File: src/design/pdce_pkg.sv
`timescale 1ns / 1ps
// Shared types, widths and constants for the polyline delta character encoder.
// No dependencies; imported by every module of the block.
package pdce_pkg;

    localparam int LAT_W   = 25;            // latitude input width
    localparam int LNG_W   = 26;            // longitude input width
    localparam int ZLAT_W  = LAT_W + 1;     // folded latitude delta width
    localparam int ZLNG_W  = LNG_W + 1;     // folded longitude delta width
    localparam int GRP_W   = 5;             // bits per output character group
    localparam int CNT_W   = 3;             // group count, 1..6
    localparam int CHAR_W  = 7;             // ASCII code width

    localparam logic [CHAR_W-1:0] CHAR_BIAS = 7'd63;
    localparam logic [CNT_W-1:0]  CNT_ONE   = 3'd1;

    // One kept point, ready for serialization.
    typedef struct packed {
        logic [ZLAT_W-1:0] z_lat;
        logic [CNT_W-1:0]  n_lat;
        logic [ZLNG_W-1:0] z_lng;
        logic [CNT_W-1:0]  n_lng;
    } t_entry;

    typedef enum logic [1:0] {
        PH_IDLE,
        PH_LAT,
        PH_LNG
    } t_phase;

    // Number of 5-bit groups needed for a folded value (at least one).
    function automatic logic [CNT_W-1:0] group_count(input logic [ZLNG_W-1:0] z);
        logic [CNT_W-1:0] n;
        begin
            priority if (z[26:25] != 2'd0) n = 3'd6;
            else if (z[24:20] != 5'd0)      n = 3'd5;
            else if (z[19:15] != 5'd0)      n = 3'd4;
            else if (z[14:10] != 5'd0)      n = 3'd3;
            else if (z[9:5] != 5'd0)        n = 3'd2;
            else                            n = 3'd1;
            return n;
        end
    endfunction

endpackage

File: src/design/pdce_front.sv
`timescale 1ns / 1ps
// Front end: takes points, applies start/keep rules, forms folded deltas.
// Depends on pdce_pkg.
module pdce_front (
    input  logic                         i_clk,
    input  logic                         i_rst_n,
    input  logic                         i_accept,
    input  logic [pdce_pkg::LAT_W-1:0]   i_lat,
    input  logic [pdce_pkg::LNG_W-1:0]   i_lng,
    input  logic                         i_start,
    input  logic                         i_keep,
    output logic                         o_push,
    output pdce_pkg::t_entry             o_entry
);
    import pdce_pkg::*;

    logic [LAT_W-1:0]  r_prev_lat, n_prev_lat;
    logic [LNG_W-1:0]  r_prev_lng, n_prev_lng;
    logic [LAT_W-1:0]  base_lat;
    logic [LNG_W-1:0]  base_lng;
    logic [ZLAT_W-1:0] d_lat, z_lat;
    logic [ZLNG_W-1:0] d_lng, z_lng;
    logic              kept;

    // start of line measures from zero and always keeps the point
    assign kept     = i_start | i_keep;
    assign base_lat = i_start ? '0 : r_prev_lat;
    assign base_lng = i_start ? '0 : r_prev_lng;

    // exact deltas, one bit wider than the coordinates
    assign d_lat = {i_lat[LAT_W-1], i_lat} - {base_lat[LAT_W-1], base_lat};
    assign d_lng = {i_lng[LNG_W-1], i_lng} - {base_lng[LNG_W-1], base_lng};

    // sign fold: 2d, or ~(2d) when negative
    assign z_lat = {d_lat[ZLAT_W-2:0], 1'b0} ^ {ZLAT_W{d_lat[ZLAT_W-1]}};
    assign z_lng = {d_lng[ZLNG_W-2:0], 1'b0} ^ {ZLNG_W{d_lng[ZLNG_W-1]}};

    assign o_push        = i_accept & kept;
    assign o_entry.z_lat = z_lat;
    assign o_entry.n_lat = group_count({1'b0, z_lat});
    assign o_entry.z_lng = z_lng;
    assign o_entry.n_lng = group_count(z_lng);

    always_comb begin
        n_prev_lat = r_prev_lat;
        n_prev_lng = r_prev_lng;
        if (o_push) begin
            n_prev_lat = i_lat;
            n_prev_lng = i_lng;
        end
    end

    always_ff @(posedge i_clk) begin
        if (!i_rst_n) begin
            r_prev_lat <= '0;
            r_prev_lng <= '0;
        end else begin
            r_prev_lat <= n_prev_lat;
            r_prev_lng <= n_prev_lng;
        end
    end

endmodule

File: src/design/pdce_fifo.sv
`timescale 1ns / 1ps
// Short queue of encoded-point entries between front and back end.
// Depends on pdce_pkg.
module pdce_fifo #(
    parameter int DEPTH = 2
) (
    input  logic             i_clk,
    input  logic             i_rst_n,
    input  logic             i_push,
    input  pdce_pkg::t_entry i_entry,
    output logic             o_full,
    input  logic             i_pop,
    output logic             o_valid,
    output pdce_pkg::t_entry o_entry
);
    import pdce_pkg::*;

    localparam int PTR_W = (DEPTH > 1) ? $clog2(DEPTH) : 1;
    localparam int CNT_W2 = $clog2(DEPTH + 1);
    localparam logic [PTR_W-1:0]  LAST_PTR = PTR_W'(DEPTH - 1);
    localparam logic [CNT_W2-1:0] FULL_CNT = CNT_W2'(DEPTH);

    t_entry             r_mem [DEPTH];
    logic [PTR_W-1:0]   r_wr_ptr, n_wr_ptr;
    logic [PTR_W-1:0]   r_rd_ptr, n_rd_ptr;
    logic [CNT_W2-1:0]  r_count, n_count;

    assign o_full  = (r_count == FULL_CNT);
    assign o_valid = (r_count != '0);
    assign o_entry = r_mem[r_rd_ptr];

    always_comb begin
        n_wr_ptr = r_wr_ptr;
        n_rd_ptr = r_rd_ptr;
        n_count  = r_count;
        if (i_push) begin
            n_wr_ptr = (r_wr_ptr == LAST_PTR) ? '0 : r_wr_ptr + 1'b1;
        end
        if (i_pop) begin
            n_rd_ptr = (r_rd_ptr == LAST_PTR) ? '0 : r_rd_ptr + 1'b1;
        end
        if (i_push && !i_pop) begin
            n_count = r_count + 1'b1;
        end else if (!i_push && i_pop) begin
            n_count = r_count - 1'b1;
        end
    end

    always_ff @(posedge i_clk) begin
        if (i_push) begin
            r_mem[r_wr_ptr] <= i_entry;
        end
    end

    always_ff @(posedge i_clk) begin
        if (!i_rst_n) begin
            r_wr_ptr <= '0;
            r_rd_ptr <= '0;
            r_count  <= '0;
        end else begin
            r_wr_ptr <= n_wr_ptr;
            r_rd_ptr <= n_rd_ptr;
            r_count  <= n_count;
        end
    end

endmodule

File: src/design/pdce_back.sv
`timescale 1ns / 1ps
// Back end: serializes each entry into characters, one per cycle while the output is ready, into an
// output register. Depends on pdce_pkg.
module pdce_back (
    input  logic                          i_clk,
    input  logic                          i_rst_n,
    input  logic                          i_q_valid,
    input  pdce_pkg::t_entry              i_q_entry,
    output logic                          o_q_pop,
    output logic                          o_valid,
    input  logic                          i_ready,
    output logic [pdce_pkg::CHAR_W-1:0]   o_char,
    output logic                          o_last
);
    import pdce_pkg::*;

    t_phase             r_phase, n_phase;
    logic [ZLAT_W-1:0]  r_z_lat, n_z_lat;
    logic [ZLNG_W-1:0]  r_z_lng, n_z_lng;
    logic [CNT_W-1:0]   r_cnt, n_cnt;
    logic [CNT_W-1:0]   r_n_lng, n_n_lng;
    logic               r_out_valid, n_out_valid;
    logic [CHAR_W-1:0]  r_char, n_char;
    logic               r_last, n_last;

    logic               slot_free, busy, emit, grp_end, finish;
    logic [GRP_W-1:0]   grp;
    logic [CHAR_W-1:0]  ch;

    assign slot_free = !r_out_valid || i_ready;
    assign busy      = (r_phase != PH_IDLE);
    assign emit      = busy && slot_free;
    assign grp_end   = (r_cnt == CNT_ONE);
    assign finish    = emit && grp_end && (r_phase == PH_LNG);
    assign o_q_pop   = i_q_valid && (!busy || finish);

    // next phase
    always_comb begin
        n_phase = r_phase;
        unique case (r_phase)
            PH_IDLE: if (o_q_pop) n_phase = PH_LAT;
            PH_LAT:  if (emit && grp_end) n_phase = PH_LNG;
            PH_LNG: begin
                if (finish) n_phase = o_q_pop ? PH_LAT : PH_IDLE;
            end
            default: n_phase = PH_IDLE;
        endcase
    end

    // current character: low group of the active value, continuation unless last
    always_comb begin
        grp = (r_phase == PH_LNG) ? r_z_lng[GRP_W-1:0] : r_z_lat[GRP_W-1:0];
        ch  = {1'b0, !grp_end, grp} + CHAR_BIAS;
    end

    // datapath and output register
    always_comb begin
        n_z_lat     = r_z_lat;
        n_z_lng     = r_z_lng;
        n_cnt       = r_cnt;
        n_n_lng     = r_n_lng;
        n_out_valid = r_out_valid;
        n_char      = r_char;
        n_last      = r_last;
        if (o_q_pop) begin
            n_z_lat = i_q_entry.z_lat;
            n_z_lng = i_q_entry.z_lng;
            n_cnt   = i_q_entry.n_lat;
            n_n_lng = i_q_entry.n_lng;
        end else if (emit) begin
            if (r_phase == PH_LAT) begin
                n_z_lat = r_z_lat >> GRP_W;
                n_cnt   = grp_end ? r_n_lng : r_cnt - 1'b1;
            end else begin
                n_z_lng = r_z_lng >> GRP_W;
                n_cnt   = r_cnt - 1'b1;
            end
        end
        if (emit) begin
            n_out_valid = 1'b1;
            n_char      = ch;
            n_last      = finish;
        end else if (i_ready) begin
            n_out_valid = 1'b0;
        end
    end

    always_ff @(posedge i_clk) begin
        r_z_lat <= n_z_lat;
        r_z_lng <= n_z_lng;
        r_cnt   <= n_cnt;
        r_n_lng <= n_n_lng;
        r_char  <= n_char;
        r_last  <= n_last;
    end

    always_ff @(posedge i_clk) begin
        if (!i_rst_n) begin
            r_phase     <= PH_IDLE;
            r_out_valid <= 1'b0;
        end else begin
            r_phase     <= n_phase;
            r_out_valid <= n_out_valid;
        end
    end

    assign o_valid = r_out_valid;
    assign o_char  = r_char;
    assign o_last  = r_last;

endmodule

File: src/design/polyline_delta_char_encoder.sv
`timescale 1ns / 1ps
// Top level of the polyline delta character encoder: front end, entry queue,
// character serializer. Depends on pdce_pkg, pdce_front, pdce_fifo, pdce_back.
//
//  channel | dir | beat contents
//  --------+-----+--------------------------------------------------------------
//  s       | in  | tdata: lat_e5, lng_e5; tuser: start_of_line, keep_point
//  m       | out | tdata: code_char; tlast: last_char (final char of a point)
//
// A kept point costs n_lat + n_lng characters (2..12), one per cycle while the
// output is ready, from the single back-end serializer; a dropped point costs its
// input beat and nothing downstream. The input stays ready while the queue
// (QUEUE_DEPTH entries) has room, so points keep flowing while the output stalls.
// Reset (i_rst_n low, synchronous) clears the previous point, queue and output.
module polyline_delta_char_encoder #(
    parameter int QUEUE_DEPTH = 2   // entries between front and back end, >= 1
) (
    input  logic        i_clk,
    input  logic        i_rst_n,
    // input points
    input  logic        i_s_tvalid,
    output logic        o_s_tready,
    input  logic [55:0] i_s_tdata,  // [24:0] lat_e5, [50:25] lng_e5, [55:51] zero
    input  logic [1:0]  i_s_tuser,  // [0] start_of_line, [1] keep_point
    // output characters
    output logic        o_m_tvalid,
    input  logic        i_m_tready,
    output logic [7:0]  o_m_tdata,  // [6:0] code_char, [7] zero
    output logic        o_m_tlast   // last_char
);
    import pdce_pkg::*;

    logic              s_accept;
    logic              push;
    logic              full;
    logic              q_valid;
    logic              q_pop;
    t_entry            front_entry;
    t_entry            q_entry;
    logic [CHAR_W-1:0] code_char;

    assign o_s_tready = !full;
    assign s_accept   = i_s_tvalid && !full;

    // classify the point and form folded deltas
    pdce_front u_front (
        .i_clk    (i_clk),
        .i_rst_n  (i_rst_n),
        .i_accept (s_accept),
        .i_lat    (i_s_tdata[LAT_W-1:0]),
        .i_lng    (i_s_tdata[LAT_W+LNG_W-1:LAT_W]),
        .i_start  (i_s_tuser[0]),
        .i_keep   (i_s_tuser[1]),
        .o_push   (push),
        .o_entry  (front_entry)
    );

    // decouples point intake from character output
    pdce_fifo #(
        .DEPTH (QUEUE_DEPTH)
    ) u_fifo (
        .i_clk    (i_clk),
        .i_rst_n  (i_rst_n),
        .i_push   (push),
        .i_entry  (front_entry),
        .o_full   (full),
        .i_pop    (q_pop),
        .o_valid  (q_valid),
        .o_entry  (q_entry)
    );

    // one character per beat, latitude groups then longitude groups
    pdce_back u_back (
        .i_clk     (i_clk),
        .i_rst_n   (i_rst_n),
        .i_q_valid (q_valid),
        .i_q_entry (q_entry),
        .o_q_pop   (q_pop),
        .o_valid   (o_m_tvalid),
        .i_ready   (i_m_tready),
        .o_char    (code_char),
        .o_last    (o_m_tlast)
    );

    assign o_m_tdata = {1'b0, code_char};

endmodule
File: config.mk
export PLATFORM = sky130hd
export DESIGN_NAME = polyline_delta_char_encoder
export DESIGN_NICKNAME = d
export VERILOG_FILES = /design/src/design/pdce_pkg.sv /design/src/design/pdce_front.sv /design/src/design/pdce_fifo.sv /design/src/design/pdce_back.sv /design/src/design/polyline_delta_char_encoder.sv
export SDC_FILE = /design/constraint.sdc
export NUM_CORES = 1
export LEC_CHECK = 0
export BUFFER_PORTS_ARGS = -buffer_cell sky130_fd_sc_hd__buf_2
export CAP_MARGIN = 20
export CORE_ASPECT_RATIO = 1.1
export CORE_UTILIZATION = 65
export DETAILED_ROUTE_END_ITERATION = 8
export GPL_TIMING_DRIVEN = 0
export PLACE_DENSITY = 0.84
export SKIP_LAST_GASP = 1
export SLEW_MARGIN = 20
export SYNTH_ARGS = -nofsm -noshare
export SYNTH_HDL_FRONTEND = slang
export SYNTH_SLANG_ARGS = --single-unit
File: constraint.sdc
create_clock -name i_clk -period 6.8 [get_ports i_clk]
set_input_delay 1.36 -clock i_clk [delete_from_list [all_inputs] [get_ports i_clk]]
set_output_delay 1.36 -clock i_clk [all_outputs]
set_load 0.03 [all_outputs]
==> results.py <==
metrics = {
    "floorplan": {
        "start_util_pct": 67.2,
        "die_y_microns": 150,
        "die_area_sq_mm": 0.0205,
        "rows": 53,
        "ios": 73,
        "die_w_microns": 137,
        "design.core.area_sq_mm": 0.0193,
    },
    "hold_path": {
        "hp-class": "reg2reg",
        "min_path_cells": 2,
        "hold_path_end": "u_front.r_prev_lng[23]",
        "hold_start": "u_front.r_prev_lng[23]",
    },
    "drt": {
        "vias": 9383,
        "routedWlPerCell_microns": 18.5,
        "drt_wl_total_microns": 28900,
        "postRouteAntennaNets": 0,
        "drc_errors": 0,
        "dr.pass1.iters": 5,
        "drtIter0Drc": 804,
        "vias_per_cell": 6.01,
    },
    "timing": {
        "period_share_pct": 70.8,
        "finalSetupViolCount": 0,
        "rsz0062_at_grt": "false",
        "setup_slack_ps": 1990,
        "hold_viol": 0,
        "slew_headroom_pct": 40.2,
        "drv_slew": 0,
        "skew_ps": 18.0,
        "worstMarginPinSlew_ps": 897,
        "fmax_ghz": 0.208,
        "fin_setup_tns_ps": 0,
        "fin_crit_ps": 4810,
    },
    "pwr": {
        "leakage_nw": 5.23,
        "power_mw": 5.80,
        "p_per_area_mw_per_mm2": 395,
        "ir_worst_vdd_mv": 0.383,
    },
    "worst_setup_path": {
        "cp-start-kind": "input port",
        "r2r-end": "u_fifo.r_mem[0][0]",
        "crit_fanout": 10,
        "critPathArrivalTime_ps": 5050,
        "reg2regPathDepth": 13,
        "path_class": "in2reg",
        "r2r_start": "u_front.r_prev_lng[0]",
        "critPathRequiredTime_ps": 7030,
        "reg2reg_slack_ps": 2840,
        "worst_setup_path_end_kind": "register",
    },
    "yosys": {
        "ys_seq_area_share_pct": 52.0,
        "netlist_top_cells_area": "edfxtp_1 (43%), dfxtp_1 (9.1%), ha_1 (5.5%)",
        "synth_top_area_share_pct": 42.9,
        "yosys.area.top_type": "edfxtp_1",
        "ys_warn_count": 0,
        "synthMuxAreaShare_pct": 5.15,
        "synth_edf_count": 185,
        "syn_inst": 1198,
        "synth_top_family_by_area": "simple AND/OR/NAND/NOR gates",
        "synthAdderAreaFrac_pct": 5.81,
        "yosys.area_share.simple_pct": 14.2,
        "synth_xor_xnor_area_share_pct": 7.03,
        "synth_compound_area_share_pct": 13.4,
        "syn-num-nets": 1319,
        "yosysUniqueCellTypes": 76,
        "synth_ff_type": "edfxtp_1",
        "avgSynthCellArea_sq_um": 10.8,
        "ys_ff_latch": 244,
        "synth_area_sq_mm": 0.0130,
        "async_reset_ff_share_pct": 0,
    },
    "clocking": {
        "cts_sinks": 244,
        "cts_buffer_depth": 3,
        "postCtsSetupRepairBufs": 0,
        "ctsResizeCount": 0,
        "htree_levels": 1,
        "clk_latency_ps": 540,
        "clkSlewWorstSetupHoldPaths_ps": 70,
        "cts-root-buf": "clkbuf_16",
        "cts_tree": "done",
        "cts_buffers": 25,
        "ctsHoldBuffers": 0,
    },
    "global_routing": {
        "groute.usage.overall_pct": 28.8,
        "antenna_found_initial": 0,
        "grt_pass1_vias": 9010,
        "grt_start_max_net_pins": 39,
        "grt-ovfl-total": 0,
        "grt_pass1_wl_microns": 45200,
    },
    "finish": {
        "antenna_cells": 0,
        "final_nets": 1417,
        "final_layout_size_suffix_gt1_share_pct": 11.6,
        "final_util_pct": 76.1,
        "area_growth_pct": 13.3,
    },
    "status": {
        "status": "finished, final reports clean",
    },
    "placed_design": {
        "dp_slack_ps": 1480,
        "io_buffer_count": 65,
        "dp_hpwl_microns": 20200,
        "gp_congestion": 0.893,
    },
    "run": {
        "maxCapViolations": 0,
    },
}
## registers in the layout (all words and copies together), names as in the netlist, named ones only
name                flops
u_back.r_z_lat         26
u_back.r_phase          2
u_back.o_last           1
u_fifo.r_rd_ptr         1
u_back.r_z_lng         27
u_back.r_n_lng          3
u_back.o_valid          1
u_back.r_cnt            3
u_fifo.r_mem          118
u_fifo.r_count          2
u_back.o_char           7
u_front.r_prev_lng     26
u_fifo.r_wr_ptr         1
u_front.r_prev_lat     25
## critical path: stages
cell and delay (ps):
buf_2 150, clkbuf_1 440, nor2b_1 100, ha_1 210, inv_1 70, fa_1 240
a211oi_1 100, o21ai_1 290, a21boi_2 140, o41ai_2 590, a211oi_1 180, xnor2_1 210
nor2_1 110, or4b_1 430, mux2i_1 240, nand3b_1 190
## logic make-up after synthesis
| family | count (synthesis) |
|---|---|
| AO/OA/AOI/OAI | 264 |
| XOR/XNOR | 104 |
| adder cells (fa/ha/maj) | 59 |
| buffers and inverters | 77 |
| flip-flops | 244 |
| multiplexers | 65 |
| other | 1 |
| AND/OR/NAND/NOR | 384 |
## metrics by stage
step,hold slack [ps],area [sq um],cells
floorplan,439,13000,1198
global placement,446,13600,1510
detailed placement,458,13800,1516
CTS,467,14700,1562
global route,479,14700,1562
finish,467,14700,1562
## per-layer routing
metal | up-vias | GRT usage, % | part of all wire [%] | wire, microns
li1 | 4495 | - | - | -
met4 | 0 | 9.44 | 2.6 | 761
met5 | - | 0 | 0 | 0
met1 | 4510 | 36.4 | 42 | 12200
met3 | 54 | 3.57 | 5.3 | 1520
met2 | 324 | 51.1 | 50 | 14400
## power by group
part           switching (mW)  internal, mW
clock network           0.599         0.940
logic                    1.24         0.671
registers               0.136          2.22
total                    1.98          3.83
## Yosys cell counts (10+ instances only)
library cell  instances
clkbuf_1             43
dfxtp_1              59
mux2i_1              61
edfxtp_1            185
o21ai_0              66
inv_1                21
nand2_1             185
xnor2_1              73
xor2_1               31
and2_1               10
nand2b_1             56
o21a_1               11
nor2_1               50
nor2b_1              12
a21o_1               12
a21boi_0             53
ha_1                 57
nand3_1              15
nand4_1              12
a21oi_1              59
## area by class of cell
| class | instances | area, sq um |
|---|---|---|
| clock inverters | 16 | 248 |
| fillers | 1251 | 4620 |
| multi-input cells | 877 | 5940 |
| plain buffers | 55 | 234 |
| clock buffers | 30 | 674 |
| well taps | 247 | 309 |
| flip-flops and latches | 244 | 6740 |
| repair buffers | 71 | 455 |
| inverters | 22 | 82.6 |
## cells in the final DEF, fill, tap and decap left out, types with 6 or more instances in the layout
| master | count |
|---|---|
| xnor2_1 | 73 |
| o21ai_0 | 65 |
| buf_2 | 72 |
| a211oi_1 | 6 |
| ha_1 | 57 |
| xor2_1 | 31 |
| nor3_1 | 6 |
| nand3b_1 | 6 |
| nand4_1 | 12 |
| bufinv_16 | 6 |
| clkbuf_16 | 25 |
| nand2b_1 | 56 |
| and2_1 | 9 |
| nand3_1 | 15 |
| inv_1 | 21 |
| a21oi_1 | 58 |
| nor2_1 | 49 |
| and3_1 | 6 |
| a21boi_0 | 53 |
| nand2_1 | 185 |
| dfxtp_1 | 59 |
| clkbuf_1 | 45 |
| mux2i_1 | 61 |
| a21o_1 | 12 |
| edfxtp_1 | 185 |
| nor2b_1 | 12 |
| o21bai_1 | 6 |
| o21a_1 | 11 |
## worst max path at each step
stage / end / from / slack (ps) / cells past startpoint
after floorplan: u_fifo.r_mem[0][0] / i_s_tuser[0] / 2160 / 2
after global placement: u_fifo.r_mem[0][8] / i_s_tuser[0] / 480 / 3
after detailed placement: u_fifo.r_mem[0][32] / i_s_tuser[0] / 1480 / 16
after CTS: u_fifo.r_mem[0][32] / i_s_tuser[0] / 2030 / 16
after global routing: u_fifo.r_mem[0][32] / i_s_tuser[0] / 1750 / 16
final: u_fifo.r_mem[0][32] / i_s_tuser[0] / 1990 / 16
(Power assumes the default switching activity.)
